**src/rtl/assert_macros.svh**
```systemverilog
// Assertion helpers used by the sequencer (cvpz_seq).
`ifndef ASSERT_MACROS_SVH
`define ASSERT_MACROS_SVH
`ifndef NO_ASSERTIONS
`define ASSERT_IMPL(lbl, clk, rst, a, b) \
  lbl: assert property (@(posedge clk) disable iff (rst) (a) |-> (b)) \
    else $error("assertion failed");
`define ASSERT_NEXT(lbl, clk, rst, a, b) \
  lbl: assert property (@(posedge clk) disable iff (rst) (a) |=> (b)) \
    else $error("assertion failed");
`else
`define ASSERT_IMPL(lbl, clk, rst, a, b)
`define ASSERT_NEXT(lbl, clk, rst, a, b)
`endif
`endif

```
**src/rtl/cvpz_pkg.sv**
```systemverilog
package cvpz_pkg;

  localparam int QW       = 48;  // Q4.44 bound width
  localparam int AW       = 64;  // internal datapath width
  localparam int PIXW     = 10;
  localparam int OPW      = 3;
  localparam int PCW      = 5;
  localparam int PADDR_W  = 5;
  localparam int PDATA_W  = 64;
  localparam int DIV_BITS = 8;   // quotient bits per divider cycle

  localparam int PAN_DIV      = 20;
  localparam int PAN_BIAS     = 10;
  localparam int ZOOM_IN_DIV  = 4;
  localparam int ZOOM_OUT_DIV = 6;

  localparam logic signed [QW-1:0] Q_MAX = {1'b0, {(QW-1){1'b1}}};
  localparam logic signed [QW-1:0] Q_MIN = {1'b1, {(QW-1){1'b0}}};

  typedef enum logic [1:0] {
    REG_MIN_RE,
    REG_MAX_RE,
    REG_MIN_IM,
    REG_MAX_IM
  } reg_idx_t;

  // Reset values of the home registers, indexed by reg_idx_t
  localparam logic [3:0][QW-1:0] HOME_RST = {
    48'h1800_0000_0000,  // max_im  1.5
    48'hE800_0000_0000,  // min_im -1.5
    48'h1000_0000_0000,  // max_re  1.0
    48'hE000_0000_0000   // min_re -2.0
  };

  typedef enum logic [OPW-1:0] {
    OP_LEFT  = 3'd0,
    OP_RIGHT = 3'd1,
    OP_UP    = 3'd2,
    OP_DOWN  = 3'd3,
    OP_ZIN   = 3'd4,
    OP_ZOUT  = 3'd5
  } op_t;

  typedef enum logic [2:0] {
    ALU_NONE,
    ALU_SPAN,
    ALU_ABS10,
    ALU_MULPIX,
    ALU_SUBPT,
    ALU_MUL5
  } alu_t;

  typedef enum logic [1:0] {
    WB_NONE,
    WB_PT,
    WB_ZOOM,
    WB_PAN
  } wb_t;

  typedef enum logic [1:0] {
    DV_VIEW,
    DV_PAN,
    DV_ZOOM
  } dsel_t;

  typedef enum logic {
    B_LO,
    B_HI
  } bsel_t;

  typedef enum logic [2:0] {
    SQ_NEXT,
    SQ_WAIT,
    SQ_JUMP,
    SQ_LOOP,
    SQ_DONE
  } seq_t;

  typedef enum logic {
    ST_IDLE,
    ST_RUN
  } state_t;

  typedef struct packed {
    alu_t           alu;
    wb_t            wb;
    logic           div_start;
    dsel_t          dsel;
    bsel_t          bsel;
    seq_t           seq;
    logic [PCW-1:0] target;
  } uword_t;

  typedef struct packed {
    uword_t w;
    logic   load;
    logic   emit;
  } ctl_t;

  typedef struct packed {
    logic div_busy;
    logic axis_im;
  } stat_t;

  typedef struct packed {
    logic          we;
    reg_idx_t      idx;
    logic [QW-1:0] data;
  } cfg_t;

  localparam uword_t UW_NOP = '{
    alu: ALU_NONE, wb: WB_NONE, div_start: 1'b0, dsel: DV_PAN,
    bsel: B_LO, seq: SQ_NEXT, target: {PCW{1'b0}}
  };

  localparam logic [PCW-1:0] PC_PAN  = 5'd0;
  localparam logic [PCW-1:0] PC_ZOOM = 5'd6;
  localparam logic [PCW-1:0] PC_DONE = 5'd21;

  function automatic logic [PCW-1:0] entry(input logic [OPW-1:0] op);
    logic [PCW-1:0] e;
    case (op) inside
      [OP_LEFT:OP_DOWN]: e = PC_PAN;
      OP_ZIN, OP_ZOUT:   e = PC_ZOOM;
      default:           e = PC_DONE;
    endcase
    return e;
  endfunction

  // Microprogram. Zoom runs the real axis, then loops once for the imaginary axis.
  function automatic uword_t ucode(input logic [PCW-1:0] pc);
    uword_t w;
    w = UW_NOP;
    case (pc)
      // pan
      5'd0:  w.alu = ALU_SPAN;
      5'd1:  w.alu = ALU_ABS10;
      5'd2:  begin
        w.div_start = 1'b1;
        w.dsel      = DV_PAN;
      end
      5'd3:  w.seq = SQ_WAIT;
      5'd4:  begin
        w.wb   = WB_PAN;
        w.bsel = B_LO;
      end
      5'd5:  begin
        w.wb     = WB_PAN;
        w.bsel   = B_HI;
        w.seq    = SQ_JUMP;
        w.target = PC_DONE;
      end
      // zoom: pointer point on the current axis
      5'd6:  w.alu = ALU_SPAN;
      5'd7:  w.alu = ALU_MULPIX;
      5'd8:  begin
        w.div_start = 1'b1;
        w.dsel      = DV_VIEW;
      end
      5'd9:  w.seq = SQ_WAIT;
      5'd10: w.wb = WB_PT;
      // lower bound
      5'd11: begin
        w.alu  = ALU_SUBPT;
        w.bsel = B_LO;
      end
      5'd12: w.alu = ALU_MUL5;
      5'd13: begin
        w.div_start = 1'b1;
        w.dsel      = DV_ZOOM;
      end
      5'd14: w.seq = SQ_WAIT;
      5'd15: begin
        w.wb   = WB_ZOOM;
        w.bsel = B_LO;
      end
      // upper bound
      5'd16: begin
        w.alu  = ALU_SUBPT;
        w.bsel = B_HI;
      end
      5'd17: w.alu = ALU_MUL5;
      5'd18: begin
        w.div_start = 1'b1;
        w.dsel      = DV_ZOOM;
      end
      5'd19: w.seq = SQ_WAIT;
      5'd20: begin
        w.wb     = WB_ZOOM;
        w.bsel   = B_HI;
        w.seq    = SQ_LOOP;
        w.target = PC_ZOOM;
      end
      5'd21: w.seq = SQ_DONE;
      default: w.seq = SQ_DONE;
    endcase
    return w;
  endfunction

endpackage

```
**src/rtl/complex_viewport_pan_zoom.sv**
```systemverilog
// Complex-plane viewport: holds four Q4.44 bounds and updates them per event.
// Input channel (in_valid / in_stall, op, pix_x, pix_y): one transaction is one
// event; ops 0..3 pan by 1/20 of the axis span, 4 and 5 zoom about the pointer,
// 6 and 7 leave the bounds as they are.
// Output channel (out_valid / out_stall, out_min_re .. out_max_im): one
// transaction per event carrying the bounds after the update.
// APB port: home registers at 8*i; a write also loads the matching bound.
// From input acceptance, the microcode steps one shared divider that retires
// 8 quotient bits per cycle: one divide per pan, six per zoom, none for an
// unused op. The next event is taken the cycle after the result is
// registered.
// Reset puts all bounds and home registers at their home reset values and
// empties the output register.
// A stalled result holds in the output register while the next event is
// accepted and worked on; that event then waits on its last step until the
// output register is taken.
module complex_viewport_pan_zoom #(
  parameter int VIEW_WIDTH  = 1024,
  parameter int VIEW_HEIGHT = 1024
) (
  input  logic                                 clk,
  input  logic                                 rst,
  input  logic                                 psel,
  input  logic                                 penable,
  input  logic                                 pwrite,
  input  logic        [cvpz_pkg::PADDR_W-1:0]  paddr,
  input  logic        [cvpz_pkg::PDATA_W-1:0]  pwdata,
  output logic        [cvpz_pkg::PDATA_W-1:0]  prdata,
  output logic                                 pready,
  input  logic                                 in_valid,
  output logic                                 in_stall,
  input  logic        [cvpz_pkg::OPW-1:0]      op,
  input  logic        [cvpz_pkg::PIXW-1:0]     pix_x,
  input  logic        [cvpz_pkg::PIXW-1:0]     pix_y,
  output logic                                 out_valid,
  input  logic                                 out_stall,
  output logic signed [cvpz_pkg::QW-1:0]       out_min_re,
  output logic signed [cvpz_pkg::QW-1:0]       out_max_re,
  output logic signed [cvpz_pkg::QW-1:0]       out_min_im,
  output logic signed [cvpz_pkg::QW-1:0]       out_max_im
);

  localparam int QW = cvpz_pkg::QW;

  cvpz_pkg::cfg_t  cfg;
  cvpz_pkg::ctl_t  ctl;
  cvpz_pkg::stat_t stat;
  logic [QW-1:0]   home [4];
  logic [QW-1:0]   rd_home;

  assign pready   = 1'b1;
  assign cfg.we   = psel && penable && pwrite;
  assign cfg.idx  = cvpz_pkg::reg_idx_t'(paddr[cvpz_pkg::PADDR_W-1:3]);
  assign cfg.data = pwdata[QW-1:0];

  always_ff @(posedge clk) begin
    if (rst) begin
      for (int i = 0; i < 4; i++) begin
        home[i] <= cvpz_pkg::HOME_RST[i];
      end
    end else if (cfg.we) begin
      home[cfg.idx] <= cfg.data;
    end
  end

  assign rd_home = home[paddr[cvpz_pkg::PADDR_W-1:3]];
  assign prdata  = {{(cvpz_pkg::PDATA_W-QW){rd_home[QW-1]}}, rd_home};

  cvpz_seq u_seq (
    .clk      (clk),
    .rst      (rst),
    .in_valid (in_valid),
    .op       (op),
    .in_stall (in_stall),
    .out_valid(out_valid),
    .out_stall(out_stall),
    .stat     (stat),
    .ctl      (ctl)
  );

  cvpz_dp #(
    .VIEW_WIDTH (VIEW_WIDTH),
    .VIEW_HEIGHT(VIEW_HEIGHT)
  ) u_dp (
    .clk       (clk),
    .rst       (rst),
    .ctl       (ctl),
    .cfg       (cfg),
    .op        (op),
    .pix_x     (pix_x),
    .pix_y     (pix_y),
    .stat      (stat),
    .out_min_re(out_min_re),
    .out_max_re(out_max_re),
    .out_min_im(out_min_im),
    .out_max_im(out_max_im)
  );

endmodule

```
**src/rtl/cvpz_div.sv**
```systemverilog
module cvpz_div #(
  parameter int DVW = 13
) (
  input  logic                              clk,
  input  logic                              rst,
  input  logic                              start,
  input  logic signed [cvpz_pkg::AW-1:0]    num,
  input  logic        [DVW-1:0]             den,
  output logic                              busy,
  output logic signed [cvpz_pkg::AW-1:0]    quo
);

  localparam int AW    = cvpz_pkg::AW;
  localparam int STEPS = AW / cvpz_pkg::DIV_BITS;
  localparam int CW    = (STEPS > 1) ? $clog2(STEPS) : 1;

  logic [AW-1:0]  sh;
  logic [AW-1:0]  sh_next;
  logic [DVW-1:0] rem;
  logic [DVW-1:0] rem_next;
  logic [DVW-1:0] den_q;
  logic [CW-1:0]  cnt;
  logic           neg;

  logic [AW-1:0]  s;
  logic [DVW-1:0] r;
  logic [DVW:0]   t;

  // Restoring long division, DIV_BITS quotient bits per cycle
  always_comb begin
    r = rem;
    s = sh;
    t = '0;
    for (int k = 0; k < cvpz_pkg::DIV_BITS; k++) begin
      t = {r, s[AW-1]};
      s = {s[AW-2:0], 1'b0};
      if (t >= {1'b0, den_q}) begin
        t    = t - {1'b0, den_q};
        s[0] = 1'b1;
      end
      r = t[DVW-1:0];
    end
    rem_next = r;
    sh_next  = s;
  end

  // floor(n/d) for negative n is ~floor(~n/d)
  assign quo = neg ? ~sh : sh;

  always_ff @(posedge clk) begin
    if (rst) begin
      busy <= 1'b0;
      cnt  <= '0;
    end else if (start) begin
      busy <= 1'b1;
      cnt  <= '0;
    end else if (busy) begin
      cnt <= cnt + CW'(1);
      if (cnt == CW'(STEPS - 1)) begin
        busy <= 1'b0;
      end
    end
  end

  always_ff @(posedge clk) begin
    if (start) begin
      neg   <= num[AW-1];
      sh    <= num[AW-1] ? ~num : num;
      rem   <= '0;
      den_q <= den;
    end else if (busy) begin
      sh  <= sh_next;
      rem <= rem_next;
    end
  end

endmodule

```
**src/rtl/cvpz_dp.sv**
```systemverilog
module cvpz_dp #(
  parameter int VIEW_WIDTH  = 1024,
  parameter int VIEW_HEIGHT = 1024
) (
  input  logic                                 clk,
  input  logic                                 rst,
  input  cvpz_pkg::ctl_t                       ctl,
  input  cvpz_pkg::cfg_t                       cfg,
  input  logic        [cvpz_pkg::OPW-1:0]      op,
  input  logic        [cvpz_pkg::PIXW-1:0]     pix_x,
  input  logic        [cvpz_pkg::PIXW-1:0]     pix_y,
  output cvpz_pkg::stat_t                      stat,
  output logic signed [cvpz_pkg::QW-1:0]       out_min_re,
  output logic signed [cvpz_pkg::QW-1:0]       out_max_re,
  output logic signed [cvpz_pkg::QW-1:0]       out_min_im,
  output logic signed [cvpz_pkg::QW-1:0]       out_max_im
);

  localparam int QW   = cvpz_pkg::QW;
  localparam int AW   = cvpz_pkg::AW;
  localparam int PIXW = cvpz_pkg::PIXW;
  localparam int MW   = QW + PIXW + 2;
  localparam int VMAX = (VIEW_WIDTH > VIEW_HEIGHT) ? VIEW_WIDTH : VIEW_HEIGHT;
  localparam int DMAX = (VMAX > cvpz_pkg::PAN_DIV) ? VMAX : cvpz_pkg::PAN_DIV;
  localparam int DVW  = $clog2(DMAX + 1);

  cvpz_pkg::uword_t w;

  logic signed [QW-1:0] lo_re, hi_re, lo_im, hi_im;
  logic signed [AW-1:0] acc, acc_next;
  logic signed [AW-1:0] pt;
  logic [cvpz_pkg::OPW-1:0] op_q;
  logic [PIXW-1:0] px_q, py_q;
  logic            axis;

  logic signed [QW-1:0] lo_ax, hi_ax, bnd_sel;
  logic signed [AW-1:0] lo_ext, hi_ext, bnd_ext;
  logic [AW-1:0]        abs_opa;
  logic [PIXW-1:0]      pix;
  logic signed [MW-1:0] prod;
  logic signed [AW-1:0] wb_x, wb_sum;
  logic                 wb_sub;
  logic signed [QW-1:0] wb_sat;
  logic                 pan_add;
  logic [DVW-1:0]       den;
  logic                 div_busy;
  logic signed [AW-1:0] q;
  cvpz_pkg::reg_idx_t   dest;

  assign w = ctl.w;

  assign lo_ax   = axis ? lo_im : lo_re;
  assign hi_ax   = axis ? hi_im : hi_re;
  assign bnd_sel = (w.bsel == cvpz_pkg::B_HI) ? hi_ax : lo_ax;
  assign lo_ext  = {{(AW-QW){lo_ax[QW-1]}}, lo_ax};
  assign hi_ext  = {{(AW-QW){hi_ax[QW-1]}}, hi_ax};
  assign bnd_ext = {{(AW-QW){bnd_sel[QW-1]}}, bnd_sel};
  assign pix     = axis ? py_q : px_q;
  assign pan_add = (op_q == cvpz_pkg::OP_RIGHT) || (op_q == cvpz_pkg::OP_UP);
  assign dest    = cvpz_pkg::reg_idx_t'({axis, w.bsel});

  assign stat.div_busy = div_busy;
  assign stat.axis_im  = axis;

  always_comb begin
    abs_opa  = acc[AW-1] ? ~acc : acc;
    prod     = $signed(acc[QW:0]) * $signed({1'b0, pix});
    case (w.alu)
      cvpz_pkg::ALU_SPAN:   acc_next = hi_ext - lo_ext;
      // |acc| + bias with one adder: negative takes ~acc + bias + 1
      cvpz_pkg::ALU_ABS10:  acc_next = abs_opa + (acc[AW-1] ? AW'(cvpz_pkg::PAN_BIAS + 1)
                                                            : AW'(cvpz_pkg::PAN_BIAS));
      cvpz_pkg::ALU_MULPIX: acc_next = {{(AW-MW){prod[MW-1]}}, prod};
      cvpz_pkg::ALU_SUBPT:  acc_next = bnd_ext - pt;
      cvpz_pkg::ALU_MUL5:   acc_next = acc + {acc[AW-3:0], 2'b00};
      default:              acc_next = acc;
    endcase
  end

  always_comb begin
    case (w.wb)
      cvpz_pkg::WB_PT: begin
        wb_x   = axis ? hi_ext : lo_ext;
        wb_sub = axis;
      end
      cvpz_pkg::WB_PAN: begin
        wb_x   = bnd_ext;
        wb_sub = !pan_add;
      end
      default: begin
        wb_x   = pt;
        wb_sub = 1'b0;
      end
    endcase
    wb_sum = wb_x + (wb_sub ? ~q : q) + AW'(wb_sub);
    if ((&wb_sum[AW-1:QW-1]) || !(|wb_sum[AW-1:QW-1])) begin
      wb_sat = wb_sum[QW-1:0];
    end else begin
      wb_sat = wb_sum[AW-1] ? cvpz_pkg::Q_MIN : cvpz_pkg::Q_MAX;
    end
  end

  always_comb begin
    case (w.dsel)
      cvpz_pkg::DV_VIEW: den = axis ? DVW'(VIEW_HEIGHT) : DVW'(VIEW_WIDTH);
      cvpz_pkg::DV_ZOOM: den = (op_q == cvpz_pkg::OP_ZOUT) ? DVW'(cvpz_pkg::ZOOM_OUT_DIV)
                                                           : DVW'(cvpz_pkg::ZOOM_IN_DIV);
      default:           den = DVW'(cvpz_pkg::PAN_DIV);
    endcase
  end

  cvpz_div #(
    .DVW(DVW)
  ) u_div (
    .clk  (clk),
    .rst  (rst),
    .start(w.div_start),
    .num  (acc),
    .den  (den),
    .busy (div_busy),
    .quo  (q)
  );

  always_ff @(posedge clk) begin
    if (rst) begin
      lo_re <= cvpz_pkg::HOME_RST[cvpz_pkg::REG_MIN_RE];
      hi_re <= cvpz_pkg::HOME_RST[cvpz_pkg::REG_MAX_RE];
      lo_im <= cvpz_pkg::HOME_RST[cvpz_pkg::REG_MIN_IM];
      hi_im <= cvpz_pkg::HOME_RST[cvpz_pkg::REG_MAX_IM];
      axis  <= 1'b0;
    end else begin
      if (cfg.we) begin
        case (cfg.idx)
          cvpz_pkg::REG_MIN_RE: lo_re <= cfg.data;
          cvpz_pkg::REG_MAX_RE: hi_re <= cfg.data;
          cvpz_pkg::REG_MIN_IM: lo_im <= cfg.data;
          cvpz_pkg::REG_MAX_IM: hi_im <= cfg.data;
          default: ;
        endcase
      end
      if ((w.wb == cvpz_pkg::WB_ZOOM) || (w.wb == cvpz_pkg::WB_PAN)) begin
        case (dest)
          cvpz_pkg::REG_MIN_RE: lo_re <= wb_sat;
          cvpz_pkg::REG_MAX_RE: hi_re <= wb_sat;
          cvpz_pkg::REG_MIN_IM: lo_im <= wb_sat;
          cvpz_pkg::REG_MAX_IM: hi_im <= wb_sat;
          default: ;
        endcase
      end
      // pan codes carry the axis in bit 1; zoom codes start on the real axis
      if (ctl.load) begin
        axis <= op[1];
      end else if ((w.seq == cvpz_pkg::SQ_LOOP) && !axis) begin
        axis <= 1'b1;
      end
    end
  end

  always_ff @(posedge clk) begin
    acc <= acc_next;
    if (w.wb == cvpz_pkg::WB_PT) begin
      pt <= wb_sum;
    end
    if (ctl.load) begin
      op_q <= op;
      px_q <= pix_x;
      py_q <= pix_y;
    end
    if (ctl.emit) begin
      out_min_re <= lo_re;
      out_max_re <= hi_re;
      out_min_im <= lo_im;
      out_max_im <= hi_im;
    end
  end

endmodule

```
**src/rtl/cvpz_seq.sv**
```systemverilog
`include "assert_macros.svh"

module cvpz_seq (
  input  logic                          clk,
  input  logic                          rst,
  input  logic                          in_valid,
  input  logic [cvpz_pkg::OPW-1:0]      op,
  output logic                          in_stall,
  output logic                          out_valid,
  input  logic                          out_stall,
  input  cvpz_pkg::stat_t               stat,
  output cvpz_pkg::ctl_t                ctl
);

  localparam int PCW = cvpz_pkg::PCW;

  cvpz_pkg::state_t state, state_next;
  logic [PCW-1:0]   pc, pc_next;
  cvpz_pkg::uword_t w;

  assign w        = cvpz_pkg::ucode(pc);
  assign in_stall = (state != cvpz_pkg::ST_IDLE);

  always_ff @(posedge clk) begin
    if (rst) begin
      state     <= cvpz_pkg::ST_IDLE;
      pc        <= '0;
      out_valid <= 1'b0;
    end else begin
      state <= state_next;
      pc    <= pc_next;
      if (ctl.emit) begin
        out_valid <= 1'b1;
      end else if (!out_stall) begin
        out_valid <= 1'b0;
      end
    end
  end

  always_comb begin
    state_next = state;
    pc_next    = pc;
    ctl.w      = cvpz_pkg::UW_NOP;
    ctl.load   = 1'b0;
    ctl.emit   = 1'b0;
    case (state)
      cvpz_pkg::ST_IDLE: begin
        if (in_valid) begin
          ctl.load   = 1'b1;
          pc_next    = cvpz_pkg::entry(op);
          state_next = cvpz_pkg::ST_RUN;
        end
      end
      cvpz_pkg::ST_RUN: begin
        ctl.w = w;
        case (w.seq)
          cvpz_pkg::SQ_NEXT: pc_next = pc + PCW'(1);
          cvpz_pkg::SQ_WAIT: begin
            if (!stat.div_busy) begin
              pc_next = pc + PCW'(1);
            end
          end
          cvpz_pkg::SQ_JUMP: pc_next = w.target;
          cvpz_pkg::SQ_LOOP: pc_next = stat.axis_im ? pc + PCW'(1) : w.target;
          cvpz_pkg::SQ_DONE: begin
            // hold until the output register is free
            if (!out_valid || !out_stall) begin
              ctl.emit   = 1'b1;
              state_next = cvpz_pkg::ST_IDLE;
            end
          end
          default: state_next = cvpz_pkg::ST_IDLE;
        endcase
      end
      default: state_next = cvpz_pkg::ST_IDLE;
    endcase
  end

  `ASSERT_NEXT(a_accept_runs, clk, rst, in_valid && !in_stall, in_stall)
  `ASSERT_NEXT(a_wait_holds, clk, rst, (state == cvpz_pkg::ST_RUN) && (w.seq == cvpz_pkg::SQ_WAIT) && stat.div_busy, $stable(pc))
  `ASSERT_IMPL(a_div_free, clk, rst, (state == cvpz_pkg::ST_RUN) && w.div_start, !stat.div_busy)
  `ASSERT_NEXT(a_emit_valid, clk, rst, ctl.emit, out_valid && !in_stall)

endmodule

```
**config.mk**
```make
export PLATFORM = sky130hd
export DESIGN_NAME = complex_viewport_pan_zoom
export DESIGN_NICKNAME = d
export VERILOG_FILES = /design/src/rtl/cvpz_pkg.sv /design/src/rtl/complex_viewport_pan_zoom.sv /design/src/rtl/cvpz_div.sv /design/src/rtl/cvpz_dp.sv /design/src/rtl/cvpz_seq.sv
export VERILOG_INCLUDE_DIRS = /design/src /design/src/rtl
export SDC_FILE = /design/constraint.sdc
export NUM_CORES = 2
export LEC_CHECK = 0
export BUFFER_PORTS_ARGS = -buffer_cell sky130_fd_sc_hd__buf_2
export CORE_MARGIN = 2
export CORE_UTILIZATION = 55
export CTS_BUF_LIST = sky130_fd_sc_hd__clkbuf_8
export DETAILED_ROUTE_END_ITERATION = 8
export HOLD_SLACK_MARGIN = 0.05
export PLACE_DENSITY = 0.73
export SLEW_MARGIN = 20
export SYNTH_ARGS = -nofsm -noshare
export SYNTH_HDL_FRONTEND = slang
export SYNTH_SLANG_ARGS = --single-unit
```
**constraint.sdc**
```tcl
create_clock -name clk -period 29 [get_ports clk]
set_input_delay 0 -clock clk [delete_from_list [all_inputs] [get_ports clk]]
set_output_delay 0 -clock clk [all_outputs]
set_load 0.02 [all_outputs]
```
; Word-level counts from Yosys, hierarchy flattened
; Memory sizes are Yosys's and may differ from the RTL's.
; Index checks and enable logic that the tools add are counted.
[word_totals]
ff_bits = 634
latchBits = 0
mem_bits_rw = 192
romBits = 0
inputBits = 99
out_inout_bits = 259
mem_count = 1
[memory_table]
columns = memory, depth, width, read_ports, rd_ports_with_merged_regs, wr, line
row1 = home, 4, 48, 1, 0, 4, complex_viewport_pan_zoom.sv:48  ; logic [QW-1:0] home [4];
[op_classes]
add_sub_neg = 16
mul = 1
n_div = 0
n_lt_le_gt_ge = 10
n_eq_ne = 50
n_shift = 0
mux = 87
bitwise = 4
n_reduce_logical = 37
[op_table]
columns = operator, n
row1 = $mux 48, 22
row2 = $mux 64, 6
row3 = $pmux 64 s5, 1
row4 = $add 64x64->64, 3
row5 = $not 64->64, 3
row6 = $pmux 64 s2, 1
row7 = $ge 12x11->1, 8
row8 = $mux 11, 8
row9 = $sub 11x11->11, 8
row10 = $add 64x1->64, 1
row11 = $sub 48x64->64, 1
row12 = $mul 49x11->60, 1
row13 = $sub 48x48->49, 1
row14 = $reduce_or 48->1, 1
row15 = $eq 5x4->1 const B, 8
row16 = $mux 1, 29
row17 = $eq 5x5->1 const B, 5
row18 = $mux 5, 5
row19 = $pmux 11 s2, 1
row20 = $eq 3x3->1 const B, 7
row21 = $eq 5x3->1 const B, 4
row22 = $pmux 5 s2, 2
row23 = $pmux 5 s4, 1
row24 = $eq 3x2->1 const B, 6
row25 = 37 further kinds, 72

; Logic depth before layout (Yosys ltp)
[logic_depth]
depth_word = 18
mapped_depth = 68

; By module
; From an unflattened synthesis, not the netlist that was laid out.
[hier_totals]
cells_unflattened = 8268
area_unflattened_um2 = 76388.3
[by_module_without_submodules]
columns = mod, n_inst, cells_each, area_per_inst_um2, seq_area_each_um2
row1 = cvpz_dp, 1, 6508, 57521.4, 14163.6
row2 = cvpz_div, 1, 1080, 9569.2, 2582.5
row3 = complex_viewport_pan_zoom, 1, 556, 8403.1, 5765.5
row4 = cvpz_seq, 1, 124, 894.6, 140.1

; Worst setup path after synthesis
; OpenSTA, ideal clock, no wires.
[synth_path]
path_type = register to register
from = reg u_dp.u_div.den_q[2]
to = reg u_dp.u_div.rem[6]
setup_ps = 122
arrival_ps = 14173
t_required_ps = 28878
slack_ps = 14705
stages_incl_launch_ff = 68
path_cell_list = edfxtp_1 -> inv_1 -> ha_1 -> or2_0 -> buf_2 -> o31a_1 -> nor3_2 -> nor4_1 -> xor2_1 -> ha_1 -> clkbuf_1 -> nand2_1 -> a211oi_1 -> mux2i_1 -> a211oi_2 -> a211oi_1 -> buf_2 -> mux2i_1 -> [... 32 more ...] -> mux2i_1 -> inv_1 -> ha_1 -> a21o_1 -> a31oi_1 -> o211ai_1 -> a21oi_2 -> a21oi_4 -> mux2i_1 -> ha_1 -> a21oi_1 -> a21oi_1 -> nand2_1 -> mux2_4 -> a41oi_4 -> nor2_4 -> o311a_1 -> a221o_1
[synth_between]
elab_chain_len = 16
word_cells_on_any_way = 24
cone_classes = add/sub: 8 / order compare: 8 / mux: 8
[synth_rtl]
columns = element, line
row1 = start: declaration, cvpz_div.sv:21  ; logic [DVW-1:0] den_q;
row2 = start signal: assignment, cvpz_div.sv:70  ; den_q <= den;
row3 = $sub 11x11->11 / $ge 12x11->1 (equally long branches), "cvpz_div.sv:38, cvpz_div.sv:37"
row4 = $mux 11, cvpz_div.sv:37  ; if (t >= {1'b0, den_q}) begin
row5 = $sub 11x11->11 / $ge 12x11->1 (equally long branches), "cvpz_div.sv:38, cvpz_div.sv:37"
row6 = $mux 11, cvpz_div.sv:37
row7 = $sub 11x11->11 / $ge 12x11->1 (equally long branches), "cvpz_div.sv:38, cvpz_div.sv:37"
row8 = $mux 11, cvpz_div.sv:37
row9 = $sub 11x11->11 / $ge 12x11->1 (equally long branches), "cvpz_div.sv:38, cvpz_div.sv:37"
row10 = $mux 11, cvpz_div.sv:37
row11 = $sub 11x11->11 / $ge 12x11->1 (equally long branches), "cvpz_div.sv:38, cvpz_div.sv:37"
row12 = $mux 11, cvpz_div.sv:37
row13 = $sub 11x11->11 / $ge 12x11->1 (equally long branches), "cvpz_div.sv:38, cvpz_div.sv:37"
row14 = $mux 11, cvpz_div.sv:37
row15 = $ge 12x11->1 / $sub 11x11->11 (equally long branches), "cvpz_div.sv:37, cvpz_div.sv:38"
row16 = $mux 11, cvpz_div.sv:37
row17 = $sub 11x11->11 / $ge 12x11->1 (equally long branches), "cvpz_div.sv:38, cvpz_div.sv:37"
row18 = $mux 11 *, cvpz_div.sv:37
row19 = end signal: assignment, cvpz_div.sv:73  ; rem <= rem_next;
row20 = end: declaration, cvpz_div.sv:19  ; logic [DVW-1:0] rem;
; Every way passes the cells marked *; elsewhere a longest branch is shown, timed or not.
; A chain may end at the register's enable or synchronous reset.

; Worst setup path in the final report
; Ends and elaborated chain as after synthesis.

==> summary.txt <==
Synthesis
  – Seq/Total Area, Yosys: 0.3214
  – Synth Flop Type: edfxtp_1
  – Post-synth ARST share: 0
  – Post-synthesis cell area: ~70000 sq um
  – Mean Syn Cell Area: approximately 9.7 sq um
  – Syn Inst Count: 7186
  – Synth Net Count: approximately 8100
  – Count of cell types in the netlist: 113
  – Synth warn: 0
  – Yosys top cell area share: 0.2598
  – Post-synth EDFFs: about 600
  – Most frequent cell after synthesis: nand2_1
  – Synth top cells by count: nand2_1, inv_1, edfxtp_1
  – Post-synth top area cell: edfxtp_1
  – Synth top area cells: edfxtp_1, fa_1, ha_1
  – Seq cells post-synth: around 800

Clocking
  – CTS tree: yes
  – H-tree depth: 4
  – Clock net sink count: approximately 820
  – Clock buffers created by TritonCTS: approximately 140
  – Clk Latency, worst-skew pair: 910 ps
  – Clock tree buffer depth: 3
  – Root Driver: clkbuf_8
  – Postcts setup bufs: 0
  – Register clock-pin slew on the reported worst setup and hold paths: approximately 70 ps

Final layout
  – Area Growth Syn to Fin: 10.80%
  – Layout cells sized above 1: 0.1227
  – Nets: about 8400

Setup path
  – Worst Path Required: 29760 ps
  – CP endpoint kind: flip-flop
  – Cell mode on critical path: ha_1
  – CP startpoint kind: flip-flop
  – Max Fanout on Critical Path: 11
  – Arr. time, crit path: about 17000 ps
  – Register-to-register setup slack: 12370 ps
  – CP peak stage delay: between 600 and 700 ps
  – Critical path class: flip-flop to flip-flop
  – Crit-path slowest cell: edfxtp_1

STA
  – Pins Over Slew Limit: 0
  – Achievable Freq: approximately 60 MHz
  – Hold_ws: 126.4 ps
  – RSZ-0062 raised after global routing: false
  – Final hold vios: 0
  – Clock skew: ~56 ps
  – Tmin final: 16630 ps
  – Slew at the pin with the worst max-slew slack: ~1100 ps
  – Period utilization: 0.5735
  – Slew headroom: 0.2411
  – Worst setup margin: between 10000 and 15000 ps
  – Fin Setup TNS: 0 ps
  – Final setup vio count: 0

Detailed routing
  – Starting DRT DRC Count: around 7000
  – Drt drc: 0
  – Vias: between 50000 and 60000
  – Routed WL: about 220000 um
  – Via density: between 6 and 7
  – First-pass DRT Iterations: 7
  – WL/cell: between 20 and 25 um
  – Final ANT Viol Nets: 0

GRT
  – Largest net degree at the start of global routing: approximately 150
  – Gr usage total: 0.3380
  – Vias in the first global route: 56810
  – First-pass GRT wire length: between 300000 and 400000 um
  – Grt ovf: 0
  – Initial antenna violation count: 8

Worst hold path
  – Worst hold path type: input pin to flip-flop

Outcome
  – Outcome: finished, final reports clean

Floorplan
  – Core Area: roughly 130000 sq um
  – Num rows: between 100 and 150
  – Die height: between 300 and 400 um
  – Initial Util: 0.5553
  – Die ar.: 129800 sq um
  – DIE WIDTH: between 300 and 400 um
  – # IOs: around 360

Placement
  – HPWL Detailed: 162900 um
  – Place WS: 12470 ps
  – Port bufs: 337
  – GPL Wtd Cong: 0.9596

Run
  – Max-Cap Viols: 0
==> registers in the layout, indices dropped and copies added (netlist names), 3 cells and up <==
name and flops:
u_dp.u_div.den_q 4, u_dp.acc 64, u_dp.px_q 10, u_dp.out_max_re 48, u_dp.hi_im 48, u_dp.py_q 10
u_dp.out_max_im 48, u_seq.pc 5, u_dp.out_min_re 48, u_dp.lo_re 48, u_dp.u_div.rem 11, u_dp.u_div.cnt 3
u_dp.hi_re 48, u_dp.pt 64, u_dp.lo_im 48, u_dp.out_min_im 48, u_dp.op_q 3, home 192
u_dp.u_div.sh 64
==> metal layers <==
metal | track usage | vias to the layer above | wire length (um)
met5 | 0 | - | 26
met4 | 0.1326 | 4 | 9101
met3 | 0.06507 | 481 | 22660
met2 | 0.5267 | 3118 | 100400
met1 | 0.4659 | 28690 | 91330
li1 | - | 26190 | -
==> metrics by stage <==
step | area [sq um] | utilization | std cells
after detailed placement | 73000 | 0.5806 | 8857
final | 77360 | 0.6152 | 9278
after global placement | 72990 | 0.5805 | 8856
after CTS | 77340 | 0.6151 | 9273
after global routing | 77350 | 0.6152 | 9276
after floorplan | 69820 | - | 7186
==> logic make-up (layout without fill, tap and decap cells) <==
| group | Yosys count | after routing | share of synthesized area |
|---|---|---|---|
| buffers and inverters | 1038 | 1475 | 0.05686 |
| other | 1 | 6 | 0.00005371 |
| XOR/XNOR | 468 | 468 | 0.05898 |
| multiplexers | 384 | 384 | 0.06591 |
| AO/OA/AOI/OAI | 1664 | 1664 | 0.1651 |
| adder cells (fa/ha/maj) | 822 | 822 | 0.1926 |
| AND/OR/NAND/NOR | 1990 | 1990 | 0.1391 |
| flip-flops | 819 | 819 | 0.3214 |
==> worst max-delay path: cells and delay by family, from the launching register on <==
kind | cells | cell delay (ps)
adders and majority gates | 8 | 2740
DFF | 1 | 630
xor gates and xnor gates | 3 | 990
muxes | 5 | 1210
and+or+nand+nor | 17 | 4270
buffers and inverters | 5 | 910
AOI/OAI and AO/OA | 23 | 5710
==> repair_timing <==
item | CTS | global route
hold endpoints to repair | 493 | 0
hold buffers | 154 | 0
endpoints found under the setup margin | 0 | 0
gates resized for setup | 0 | 0
==> layout make-up <==
type | instances | area (sq um)
Tap cell | 1650 | 2064
Antenna cell | 5 | 12.51
Fill cell | 10240 | 48380
Multi-Input combinational cell | 5329 | 43670
Sequential cell | 819 | 22450
Clock inverter | 106 | 651.9
Timing Repair Buffer | 596 | 4048
Inverter | 617 | 2316
Clock buffer | 156 | 2147
==> cells in the final DEF, fill, tap and decap left out, types with 34 or more instances in the layout <==
| master | n |
|---|---|
| mux4_2 | 48 |
| nor2b_1 | 320 |
| clkbuf_8 | 156 |
| nor2_1 | 417 |
| mux2i_1 | 213 |
| ha_1 | 401 |
| o211ai_1 | 74 |
| a31oi_1 | 42 |
| a221oi_1 | 183 |
| o21ai_0 | 273 |
| mux2_2 | 115 |
| nor3_1 | 96 |
| xor2_1 | 129 |
| a21o_1 | 170 |
| o21bai_1 | 48 |
| nand2_1 | 650 |
| a21boi_0 | 45 |
| a211oi_1 | 47 |
| nand3_1 | 76 |
| nand2b_1 | 79 |
| o31ai_1 | 34 |
| or3_1 | 48 |
| fa_1 | 421 |
| a21oi_1 | 388 |
| xnor2_1 | 337 |
| buf_2 | 336 |
| dlygate4sd3_1 | 154 |
| o21a_1 | 37 |
| and3_1 | 73 |
| edfxtp_1 | 604 |
| dfxtp_1 | 214 |
| inv_1 | 665 |
| buf_4 | 103 |
| and2_1 | 57 |
==> path summary, 6_finish.rpt <==
kind	startpoint	to	cells past startpoint
worst min register to register	u_dp.lo_re[14]	u_dp.out_min_re[14]	0
worst max-delay path	u_dp.u_div.den_q[2]	u_dp.u_div.rem[6]	61
worst max register to register	u_dp.u_div.den_q[2]	u_dp.u_div.rem[6]	61
worst min-delay path	pwdata[33]	home[3][33]	4
Power is not shown: default switching activity piles up to over one toggle a cycle in this logic, so the estimate is an artifact.
